## config.mk

```make
export PLATFORM = sky130hd
export DESIGN_NAME = rlnorm_ctrl
export DESIGN_NICKNAME = d
export VERILOG_FILES = /design/src/rtl/row_layer_normalizer_unit_defines.svh /design/src/rtl/rlnorm_pkg.sv /design/src/rtl/rlnorm_ctrl.sv
export SDC_FILE = /design/constraint.sdc
export NUM_CORES = 1
export LEC_CHECK = 0
export BUFFER_PORTS_ARGS = -buffer_cell sky130_fd_sc_hd__buf_2
export CORE_AREA = 2 2 39 41
export CTS_BUF_LIST = sky130_fd_sc_hd__clkbuf_8
export DETAILED_ROUTE_END_ITERATION = 6
export DIE_AREA = 0 0 41 43
export HOLD_SLACK_MARGIN = 0.08
export PLACE_DENSITY = 0.69
export SYNTH_ARGS = -nofsm -noshare
export SYNTH_HDL_FRONTEND = slang
export SYNTH_SLANG_ARGS = --single-unit
```

## constraint.sdc

```tcl
create_clock -name i_clk -period 3.67 [get_ports i_clk]
set_input_delay 0.1835 -clock i_clk [delete_from_list [all_inputs] [get_ports i_clk]]
set_output_delay 0.1835 -clock i_clk [all_outputs]
set_load 0.01 [all_outputs]
```

## src/rtl/row_layer_normalizer_unit_defines.svh

```systemverilog
// Assertion macros shared by the row layer normalizer RTL.
// Included by modules that carry concurrent assertions; no other dependencies.
`ifndef ROW_LAYER_NORMALIZER_UNIT_DEFINES_SVH
`define ROW_LAYER_NORMALIZER_UNIT_DEFINES_SVH

// Checked only while out of reset.
`define RLN_ASSERT(label, prop, msg) \
    label: assert property (@(posedge i_clk) disable iff (!i_rst_n) prop) else $error(msg);

// Checked on every edge, reset included.
`define RLN_ASSERT_ALWAYS(label, prop, msg) \
    label: assert property (@(posedge i_clk) prop) else $error(msg);

`endif

```

## src/rtl/rlnorm_pkg.sv

```systemverilog
// Types, constants and widths for the row layer normalizer.
// Used by every module of the block; depends on nothing.
package rlnorm_pkg;

    localparam int DATA_W       = 16;
    localparam int MAX_COLS_DEF = 64;
    localparam int LEN_W        = 7;
    localparam int EPS_W        = 16;
    localparam int SUM_W        = 23;
    localparam int SQ_W         = 32;
    localparam int ACC_W        = 39;
    localparam int DIVN_W       = 41;
    localparam int DIVD_W       = 25;
    localparam int VAR_W        = 33;
    localparam int V_W          = 34;
    localparam int RAD_W        = 50;
    localparam int ROOT_W       = 25;
    localparam int INV_W        = 33;

    localparam logic [LEN_W-1:0]  ROW_LEN_RST = 7'd64;
    localparam logic [EPS_W-1:0]  EPS_RST     = 16'd1;
    localparam logic [DIVN_W-1:0] INV_NUM     = 41'h100_0000_0000;

    localparam logic CFG_ROW_LENGTH = 1'b0;
    localparam logic CFG_EPSILON    = 1'b1;

    typedef struct packed {
        logic signed [DATA_W-1:0] x_sample;
        logic signed [DATA_W-1:0] gamma_value;
        logic signed [DATA_W-1:0] beta_value;
    } t_in;

    typedef struct packed {
        logic signed [DATA_W-1:0] y_out;
        logic                     last_in_row;
    } t_out;

    typedef enum logic [1:0] {
        DIV_MEAN,
        DIV_VAR,
        DIV_INV
    } t_div_sel;

    typedef enum logic [4:0] {
        S_LOAD,
        S_MEAN,
        S_MEAN_W,
        S_SQ_RD,
        S_SQ_D,
        S_SQ_MUL,
        S_SQ_ACC,
        S_VAR,
        S_VAR_W,
        S_SQRT,
        S_SQRT_W,
        S_INV,
        S_INV_W,
        S_EM_RD,
        S_EM_D,
        S_EM_M1,
        S_EM_M2,
        S_EM_OUT
    } t_state;

    typedef struct packed {
        logic     accept_en;
        logic     load;
        logic     row_clr;
        logic     div_start;
        t_div_sel div_sel;
        logic     sqrt_start;
        logic     idx_clr;
        logic     idx_inc;
        logic     mem_rd;
        logic     d_en;
        logic     sq_en;
        logic     acc_en;
        logic     m1_en;
        logic     m2_en;
        logic     out_load;
    } t_cmd;

    typedef struct packed {
        logic last_load;
        logic div_done;
        logic sqrt_done;
        logic idx_last;
        logic out_free;
    } t_sts;

endpackage

```

## src/rtl/rlnorm_ctrl.sv

```systemverilog
// Sequencer for load, statistics and emit phases of the row normalizer.
// Uses rlnorm_pkg state, command and status types.
module rlnorm_ctrl
    import rlnorm_pkg::*;
(
    input  logic i_clk,
    input  logic i_rst_n,
    input  logic i_in_valid,
    input  t_sts i_sts,
    output t_cmd o_cmd
);

    t_state r_state;
    t_state n_state;

    always_ff @(posedge i_clk) begin
        if (!i_rst_n) begin
            r_state <= S_LOAD;
        end else begin
            r_state <= n_state;
        end
    end

    always_comb begin
        n_state = r_state;
        unique case (r_state)
            S_LOAD:   if (i_in_valid && i_sts.last_load) n_state = S_MEAN;
            S_MEAN:   n_state = S_MEAN_W;
            S_MEAN_W: if (i_sts.div_done) n_state = S_SQ_RD;
            S_SQ_RD:  n_state = S_SQ_D;
            S_SQ_D:   n_state = S_SQ_MUL;
            S_SQ_MUL: n_state = S_SQ_ACC;
            S_SQ_ACC: n_state = i_sts.idx_last ? S_VAR : S_SQ_RD;
            S_VAR:    n_state = S_VAR_W;
            S_VAR_W:  if (i_sts.div_done) n_state = S_SQRT;
            S_SQRT:   n_state = S_SQRT_W;
            S_SQRT_W: if (i_sts.sqrt_done) n_state = S_INV;
            S_INV:    n_state = S_INV_W;
            S_INV_W:  if (i_sts.div_done) n_state = S_EM_RD;
            S_EM_RD:  n_state = S_EM_D;
            S_EM_D:   n_state = S_EM_M1;
            S_EM_M1:  n_state = S_EM_M2;
            S_EM_M2:  n_state = S_EM_OUT;
            S_EM_OUT: begin
                if (i_sts.out_free) n_state = i_sts.idx_last ? S_LOAD : S_EM_RD;
            end
            default:  n_state = S_LOAD;
        endcase
    end

    always_comb begin
        o_cmd         = '0;
        o_cmd.div_sel = DIV_MEAN;
        unique case (r_state)
            S_LOAD: begin
                o_cmd.accept_en = 1'b1;
                o_cmd.load      = i_in_valid;
            end
            S_MEAN: begin
                o_cmd.div_start = 1'b1;
                o_cmd.div_sel   = DIV_MEAN;
                o_cmd.idx_clr   = 1'b1;
            end
            S_SQ_RD:  o_cmd.mem_rd = 1'b1;
            S_SQ_D:   o_cmd.d_en   = 1'b1;
            S_SQ_MUL: o_cmd.sq_en  = 1'b1;
            S_SQ_ACC: begin
                o_cmd.acc_en  = 1'b1;
                o_cmd.idx_inc = !i_sts.idx_last;
            end
            S_VAR: begin
                o_cmd.div_start = 1'b1;
                o_cmd.div_sel   = DIV_VAR;
            end
            S_SQRT: o_cmd.sqrt_start = 1'b1;
            S_INV: begin
                o_cmd.div_start = 1'b1;
                o_cmd.div_sel   = DIV_INV;
                o_cmd.idx_clr   = 1'b1;
            end
            S_EM_RD: o_cmd.mem_rd = 1'b1;
            S_EM_D:  o_cmd.d_en   = 1'b1;
            S_EM_M1: o_cmd.m1_en  = 1'b1;
            S_EM_M2: o_cmd.m2_en  = 1'b1;
            S_EM_OUT: begin
                o_cmd.out_load = i_sts.out_free;
                o_cmd.idx_inc  = i_sts.out_free && !i_sts.idx_last;
                o_cmd.row_clr  = i_sts.out_free && i_sts.idx_last;
            end
            default: ;
        endcase
    end

endmodule

```

# [Yosys cells after proc, flatten, opt, wreduce, memory -nomap -nowiden]
# Cells that the tools add are included.
[word_totals] reg_bits=5 elab_cells=55 output_inout_bits=16 inputBits=8
[op_classes] eq_ne=23 n_reduce_logical=9 n_mux=22
[op_table] op="one-hot mux 5 bit (18 select lines)" count=1
[op_table] op="== test 5 x 4 -> 1 bit (second input constant)" count=8
[op_table] op="two-way mux 5 bit" count=6
[op_table] op="== test 5 x 3 -> 1 bit (second input constant)" count=4
[op_table] op="inequality test 2 bit (second input constant)" count=6
[op_table] op="== test 5 x 2 -> 1 bit (second input constant)" count=2
[op_table] op="== test 5 bit (second input constant)" count=2
[op_table] op="two-way mux 1 bit" count=10
[op_table] op="one-hot mux 3 bit (3 select lines)" count=1
[op_table] op="AND reduction 6 bit" count=1
[op_table] op="OR reduction 2 bit" count=3
[op_table] op="== test 5 x 1 -> 1 bit (second input constant)" count=1
[op_table] op="zero test 5 bit" count=1
[op_table] op="two-way mux 4 bit" count=1
[op_table] op="logical AND 1 bit" count=3
[op_table] op="two-way mux 3 bit" count=1
[op_table] op="two-way mux 2 bit" count=1
[op_table] op="one-hot mux 1 bit (2 select lines)" count=1
[op_table] op="zero test 1 bit" count=1

# [Longest topological paths before layout]
# Gate-level depths: netlist of run 1.
[logic_depth] ltp_word=3 ltp_mapped=6 mapped_depth_nobuf=4

# [Worst setup path before layout of run 1]
# OpenSTA, ideal clock, no wires.
[synth_timing] path_kind="register -> output" start="reg r_state[0]" end="out o_cmd[12] in the netlist's numbering" slack_ns=2.107 t_arrival_ns=1.379 stages_incl_launch_ff=6 cell_sequence="dfxtp_1 -> clkbuf_1 -> buf_2 -> nand2_1 -> nor3_1 -> or2_1"
[synth_rtl] item="start: declaration" line="rlnorm_ctrl.sv:13" rtl="t_state r_state;"
[synth_rtl] item="start signal: assignment" line="rlnorm_ctrl.sv:20" rtl="r_state <= n_state;"
[synth_rtl] item="end: declaration" line="rlnorm_ctrl.sv:10" rtl="output t_cmd o_cmd"

==> run metrics, run 1 <==
outcome=complete, no violations; TritonCTS buffer count=3; iteration count of the initial detailed-routing pass=4; overflow left after global routing=0; first-pass GRT wire length=2.03 mm; worst hold path depth=2; hold wc startpoint=i_rst_n; Synth area leader=dfxtp_1; worst hold slack=246 ps; main combinational cell family by area after synthesis=simple AND/OR/NAND/NOR gates; count of different cell masters after synthesis=36; setup violators final=0; Max IR drop VDD=0.228 mV; Post-Place Worst Slack=1920 ps; largest registers=r_state: 5 flops; Vias=between 500 and 600; final worst-path cycle share=0.521; compound-gate portion of the synthesized area=0.241; DRT iter0 DRCs=5; crit path time final=1910 ps; critical path class=flip-flop to primary output; post-synthesis cell area=between 500 and 600 um^2; FF+latch area=100 um^2; Max Cap Violations=0; relative slew slack=0.620; capturing point of the worst reg2reg path=r_state[3]; antenna viol nets, final=0; Synth Area in Simple Gates=0.393; count of placed standard cells including taps=106; pin count of the biggest net entering global routing=18; leading register cell type out of synthesis=dfxtp_1; I/O pin total=24; post-CTS resize count=0; Fin. Hold Viols=0; Critical Path End Type=primary output; GRT Total Usage=0.163; slew at the pin with the worst max-slew slack=570 ps; effective utilization at floorplan=0.387; routed len/inst=roughly 12 um; Die Ht=~43 um; Yosys top cell area share=0.187; startpoint types=flip-flop; pins over their slew limit=0; maximum level of the CTS H-tree=1; antenna cell count=0; number of antenna violations at the first check in global routing=0; top area cells in the synthesized netlist=dfxtp_1 (19%), nor2_1 (7.7%), nor3_1 (7.5%), buf_6 (6.3%), nand2_1 (4.9%); most flop-heavy register=r_state; Overall Power=277 uW; synthesis warning total=0; Core ar.=0.00138 mm^2; multiplexer fraction of the synthesized cell area=0.0467; Multi-input gate area=382 um^2; Clock Pin Slew Worst Setup and Hold Paths=30 ps; Final Wtd Congestion=0.882; # hold bufs at CTS=0; vias in the first global route=501; Total Die Area=0.00176 mm^2; fraction of layout instances using a drive strength above 1=0.351; clock latency at the later pin of the worst-skew pair=220 ps; Post-CTS Setup Bufs=0; proportion of synthesized chip area in sequential cells=0.187; routed via count divided by cell count=5.31; critical path data arrival time=around 1700 ps; async set-reset flop share out of synthesis=0; power per cell area=416 mW/mm^2; setup repair after global routing missed its margin=no; total wirelength of the detailed-routed design=1.32 mm; maximum count of clock buffers along a single path=2; setup slack on the worst flop-to-flop path=1930 ps; mean area per synthesized cell=7.24 um^2; path depth of the worst reg2reg path=4; Yosys reg bits=5; area share of fa/ha/maj cells after synthesis=0; final non-filler cell total=110; class of the tightest hold or removal check=primary input to flip-flop; root buffer cell=clkbuf_8; share of the synthesized netlist area taken by xor and xnor gates=0.0327; number of instances in the synthesized netlist=74; Req. time, crit path=between 3000 and 4000 ps; die extent in x=41 um; CTS Sinks=5; highest-count cells in the layout ignoring fill and taps=buf_2 (23), nor2_1 (11), nor3_1 (8), nand2_1 (7), dfxtp_1 (5); final worst-path setup slack=roughly 1800 ps; endpoint with the worst hold slack=r_state[4]; DRC Markers=0; highest fanout seen on the critical path=16; area added between synthesis and finish=24.3%; layout filler cell count=150; setup total negative slack=0 ps; leakage power summed over all cells=0.318 nW; most common cell after layout, fill and taps aside=buf_2; number of nets produced by synthesis=82; Largest register FFs=5; beginning of the worst register-to-register path=r_state[1]; # port buffers=23; final net count=103; row cnt=14; skew final=0.148 ps; achievable frequency=523 MHz; HPWL Detailed=1.02 mm; Post-synth EDFFs=0; CTS tree=yes
how the worst max path moves through the flow:
stage                from         end  slack (ps)  cells past startpoint
2_1_floorplan  r_state[0]   o_cmd[12]        2110                      5
3_3_place_gp   r_state[1]  r_state[3]        1960                      4
3_5_place_dp   r_state[1]  r_state[3]        1920                      4
4_1_cts        r_state[1]    o_cmd[7]        1750                      4
5_1_grt        r_state[1]    o_cmd[7]        1650                      4
6_report       r_state[1]    o_cmd[7]        1760                      4
routing by layer:
metal  wire length [um]  vias up  part of all wire  track usage
met5                  0        -                 0            0
met4                  0        0                 0       0.0600
met3                 62        0             0.047       0.0314
met2                602       15              0.46        0.250
met1                652      265              0.50        0.215
li1                   -      304                 -            -
final cells by class:
| type | count | share of cell area |
|---|---|---|
| clock buffers | 3 | 0.0620 |
| clock inverters | 1 | 0.00564 |
| inverters | 1 | 0.00564 |
| multi-input cells | 61 | 0.573 |
| flip-flops and latches | 5 | 0.150 |
| well taps | 16 | 0.0301 |
| repair buffers | 23 | 0.173 |
metrics by stage:
step                      utilization  cell area [um^2]
after floorplan                     -               536
final                           0.481               666
after CTS                       0.481               666
after detailed placement        0.448               621
after global placement          0.448               621
after global routing            0.481               666
where the power goes:
| part | total, mW | switching [mW] | internal (mW) |
|---|---|---|---|
| clock | 0.0966 | 0.0251 | 0.0715 |
| sequential | 0.0874 | 0.0267 | 0.0607 |
| combinational | 0.0932 | 0.0445 | 0.0487 |
| total | 0.277 | 0.0963 | 0.181 |
Yosys cell counts (all sizes together) (2+ instances only):
cell / count
nor2: 12
nor3: 8
nand2: 7
buf: 5
dfxtp: 5
a21oi: 4
nand3: 3
o21ai: 3
and3: 2
clkbuf: 2
xor2: 2
critical path, stage by stage (launching register included):
cell,delay [ps]
dfxtp_1,670
or3b_1,420
nor2_1,140
o21ba_2,150
buf_2,120
cells by family (layout without fill, tap and decap cells):
logic type,Yosys count,after routing
AO/OA/AOI/OAI,17,17
XOR/XNOR,2,2
buffers and inverters,8,28
flip-flops,5,5
multiplexers,2,2
AND/OR/NAND/NOR,40,40
(Power assumes the default switching activity.)
==> run 2: changes to the inputs <==
==> constraint.sdc (replaced) <==
create_clock -name i_clk -period 1.9 [get_ports i_clk]
set_input_delay 0.095 -clock i_clk [delete_from_list [all_inputs] [get_ports i_clk]]
set_output_delay 0.095 -clock i_clk [all_outputs]
set_load 0.01 [all_outputs]
==> run 2 against run 1 <==
First-iteration DRC count rose to 3.4 times the previous value. Utilization up 2.2 points. Combinational power rose to 2.5 times the previous value. Routed wire length up 12%. Largest cell class unchanged.
==> run metrics, run 2 (synthesized netlist as in run 1, its figures left out) <==
outcome=complete, no violations (unchanged); critical path class=flip-flop to flip-flop (was flip-flop to primary output); Total Die Area=0.00176 mm^2 (unchanged); worst hold path depth=2 (unchanged); capturing point of the worst reg2reg path=r_state[3] (unchanged); startpoint types=flip-flop (unchanged); worst stage delay on the critical path=470 ps (was 670 ps); slew at the pin with the worst max-slew slack=423 ps (was 570 ps); critical path cell sequence=or3_4 > a2111oi_2 > a2111o_1 > mux2i_1 (was or3b_1 > nor2_1 > o21ba_2 > buf_2); hold wc startpoint=i_rst_n (unchanged); achievable frequency=around 600 MHz; leakage power summed over all cells=0.339 nW (was 0.318 nW); setup violators final=0 (unchanged); setup slack on the worst flop-to-flop path=190 ps (was 1930 ps); Max Cap Violations=0 (unchanged); pin count of the biggest net entering global routing=13 (was 18); GRT Total Usage=0.196 (was 0.163); setup repair after global routing missed its margin=no (unchanged); path depth of the worst reg2reg path=4 (unchanged); HPWL Detailed=1.16 mm (was 1.02 mm); antenna cell count=0 (unchanged); most common cell after layout, fill and taps aside=buf_2 (unchanged); # port buffers=23 (unchanged); total wirelength of the detailed-routed design=1.48 mm (was 1.32 mm); antenna viol nets, final=0 (unchanged); maximum count of clock buffers along a single path=2 (unchanged); Vias=635 (was 584); overflow left after global routing=0 (unchanged); die extent in x=41 um (unchanged); Layout Cell Area excl Fill=696 um^2 (was 666 um^2); placed instance area=651 um^2 (was 621 um^2); Post-CTS Setup Bufs=0 (unchanged); number of antenna violations at the first check in global routing=0 (unchanged); first-pass GRT wire length=2.26 mm (was 2.03 mm); vias in the first global route=517 (was 501); Clock Pin Slew Worst Setup and Hold Paths=30 ps (about the same); beginning of the worst register-to-register path=r_state[2] (was r_state[1]); layout filler cell count=145 (was 150); largest registers=r_state: 5 flops (unchanged); highest-count cells in the layout ignoring fill and taps=buf_2 (23), nor2_1 (11), nor3_1 (8), nand2_1 (7), dfxtp_1 (5) (unchanged); # hold bufs at CTS=0 (unchanged); TritonCTS buffer count=3 (unchanged); final net count=107 (was 103); root buffer cell=clkbuf_8 (unchanged); crit path time final=between 1500 and 2000 ps; CTS tree=yes (unchanged); Top Family by Delay on Critical Path=compound AO/OA/AOI/OAI gates (was flip-flops); Largest register FFs=5 (unchanged); most flop-heavy register=r_state (unchanged); Critical path origin=r_state[2] (was r_state[1]); fraction of layout instances using a drive strength above 1=0.378 (was 0.351); Final Wtd Congestion=0.887 (was 0.882); routed via count divided by cell count=5.57 (was 5.31); critical path data arrival time=1860 ps (was 1730 ps); relative slew slack=0.718 (was 0.620); highest fanout seen on the critical path=11 (was 16); row cnt=14 (unchanged); routed len/inst=13.0 um (was 12.0 um); area added between synthesis and finish=29.9% (was 24.3%); post-CTS resize count=0 (unchanged); I/O pin total=24 (unchanged); skew final=0.180 ps (was 0.148 ps); Core ar.=0.00138 mm^2 (unchanged); Max IR drop VDD=0.499 mV (was 0.228 mV); Fin. Hold Viols=0 (unchanged); Overall Power=569 uW (was 277 uW); Critical Path End Type=flip-flop (was primary output); Req. time, crit path=2050 ps (was 3490 ps); pins over their slew limit=0 (unchanged); DRC Markers=0 (unchanged); Die Ht=43 um (unchanged); CP max stage cell=or3_4 (was dfxtp_1); final worst-path cycle share=0.900; CTS Sinks=5 (unchanged); class of the tightest hold or removal check=primary input to flip-flop (unchanged); clock latency at the later pin of the worst-skew pair=220 ps (about the same); DRT iter0 DRCs=17 (was 5); effective utilization at floorplan=0.387 (unchanged); maximum level of the CTS H-tree=1 (unchanged); critical path buffer and inverter count=0 (was 1); power per cell area=818 mW/mm^2 (was 416 mW/mm^2); endpoint with the worst hold slack=r_state[4] (unchanged); iteration count of the initial detailed-routing pass=4 (unchanged); setup total negative slack=0 ps (unchanged)
[run 2: per-stage QoR]
step                      setup slack (ps)  std cells  hold slack, ps   util
after CTS                              199        114             153  0.503
after detailed placement               206        110             384  0.470
after global placement                 290        110             386  0.470
after floorplan                        420         74             212      -
final                                  190        114             157  0.503
after global routing                  37.8        114             160  0.503
[run 2: worst max path at each step]
stage / end / slack, ps / depth (start not counted)
CTS: r_state[3] / 200 / 4
global route: r_state[3] / 40 / 4
floorplan: r_state[3] / 420 / 5
global placement: r_state[3] / 290 / 4
detailed placement: r_state[3] / 210 / 4
finish: r_state[3] / 190 / 4
[run 2: layout make-up]
| type | count | area (um^2) | area share |
|---|---|---|---|
| repair buffers | 27 | 145 | 0.209 |
| flip-flops and latches | 5 | 100 | 0.144 |
| clock buffers | 3 | 41.3 | 0.0594 |
| clock inverters | 1 | 3.75 | 0.00540 |
| inverters | 1 | 3.75 | 0.00540 |
| well taps | 16 | 20.0 | 0.0288 |
| multi-input cells | 61 | 382 | 0.549 |
[run 2: layer usage]
layer / global-route usage / routed length, um / vias up
li1: - / - / 316
met2: 0.278 / 675 / 30
met3: 0.0471 / 113 / 7
met1: 0.253 / 636 / 282
met4: 0.120 / 54 / 0
met5: 0 / 0 / -
[run 2: power breakdown]
group	total (mW)	internal [mW]	leakage (nW)	switching, mW
clock network	0.191	0.138	0.0269	0.0527
logic	0.235	0.113	0.272	0.122
registers	0.143	0.117	0.0407	0.0254
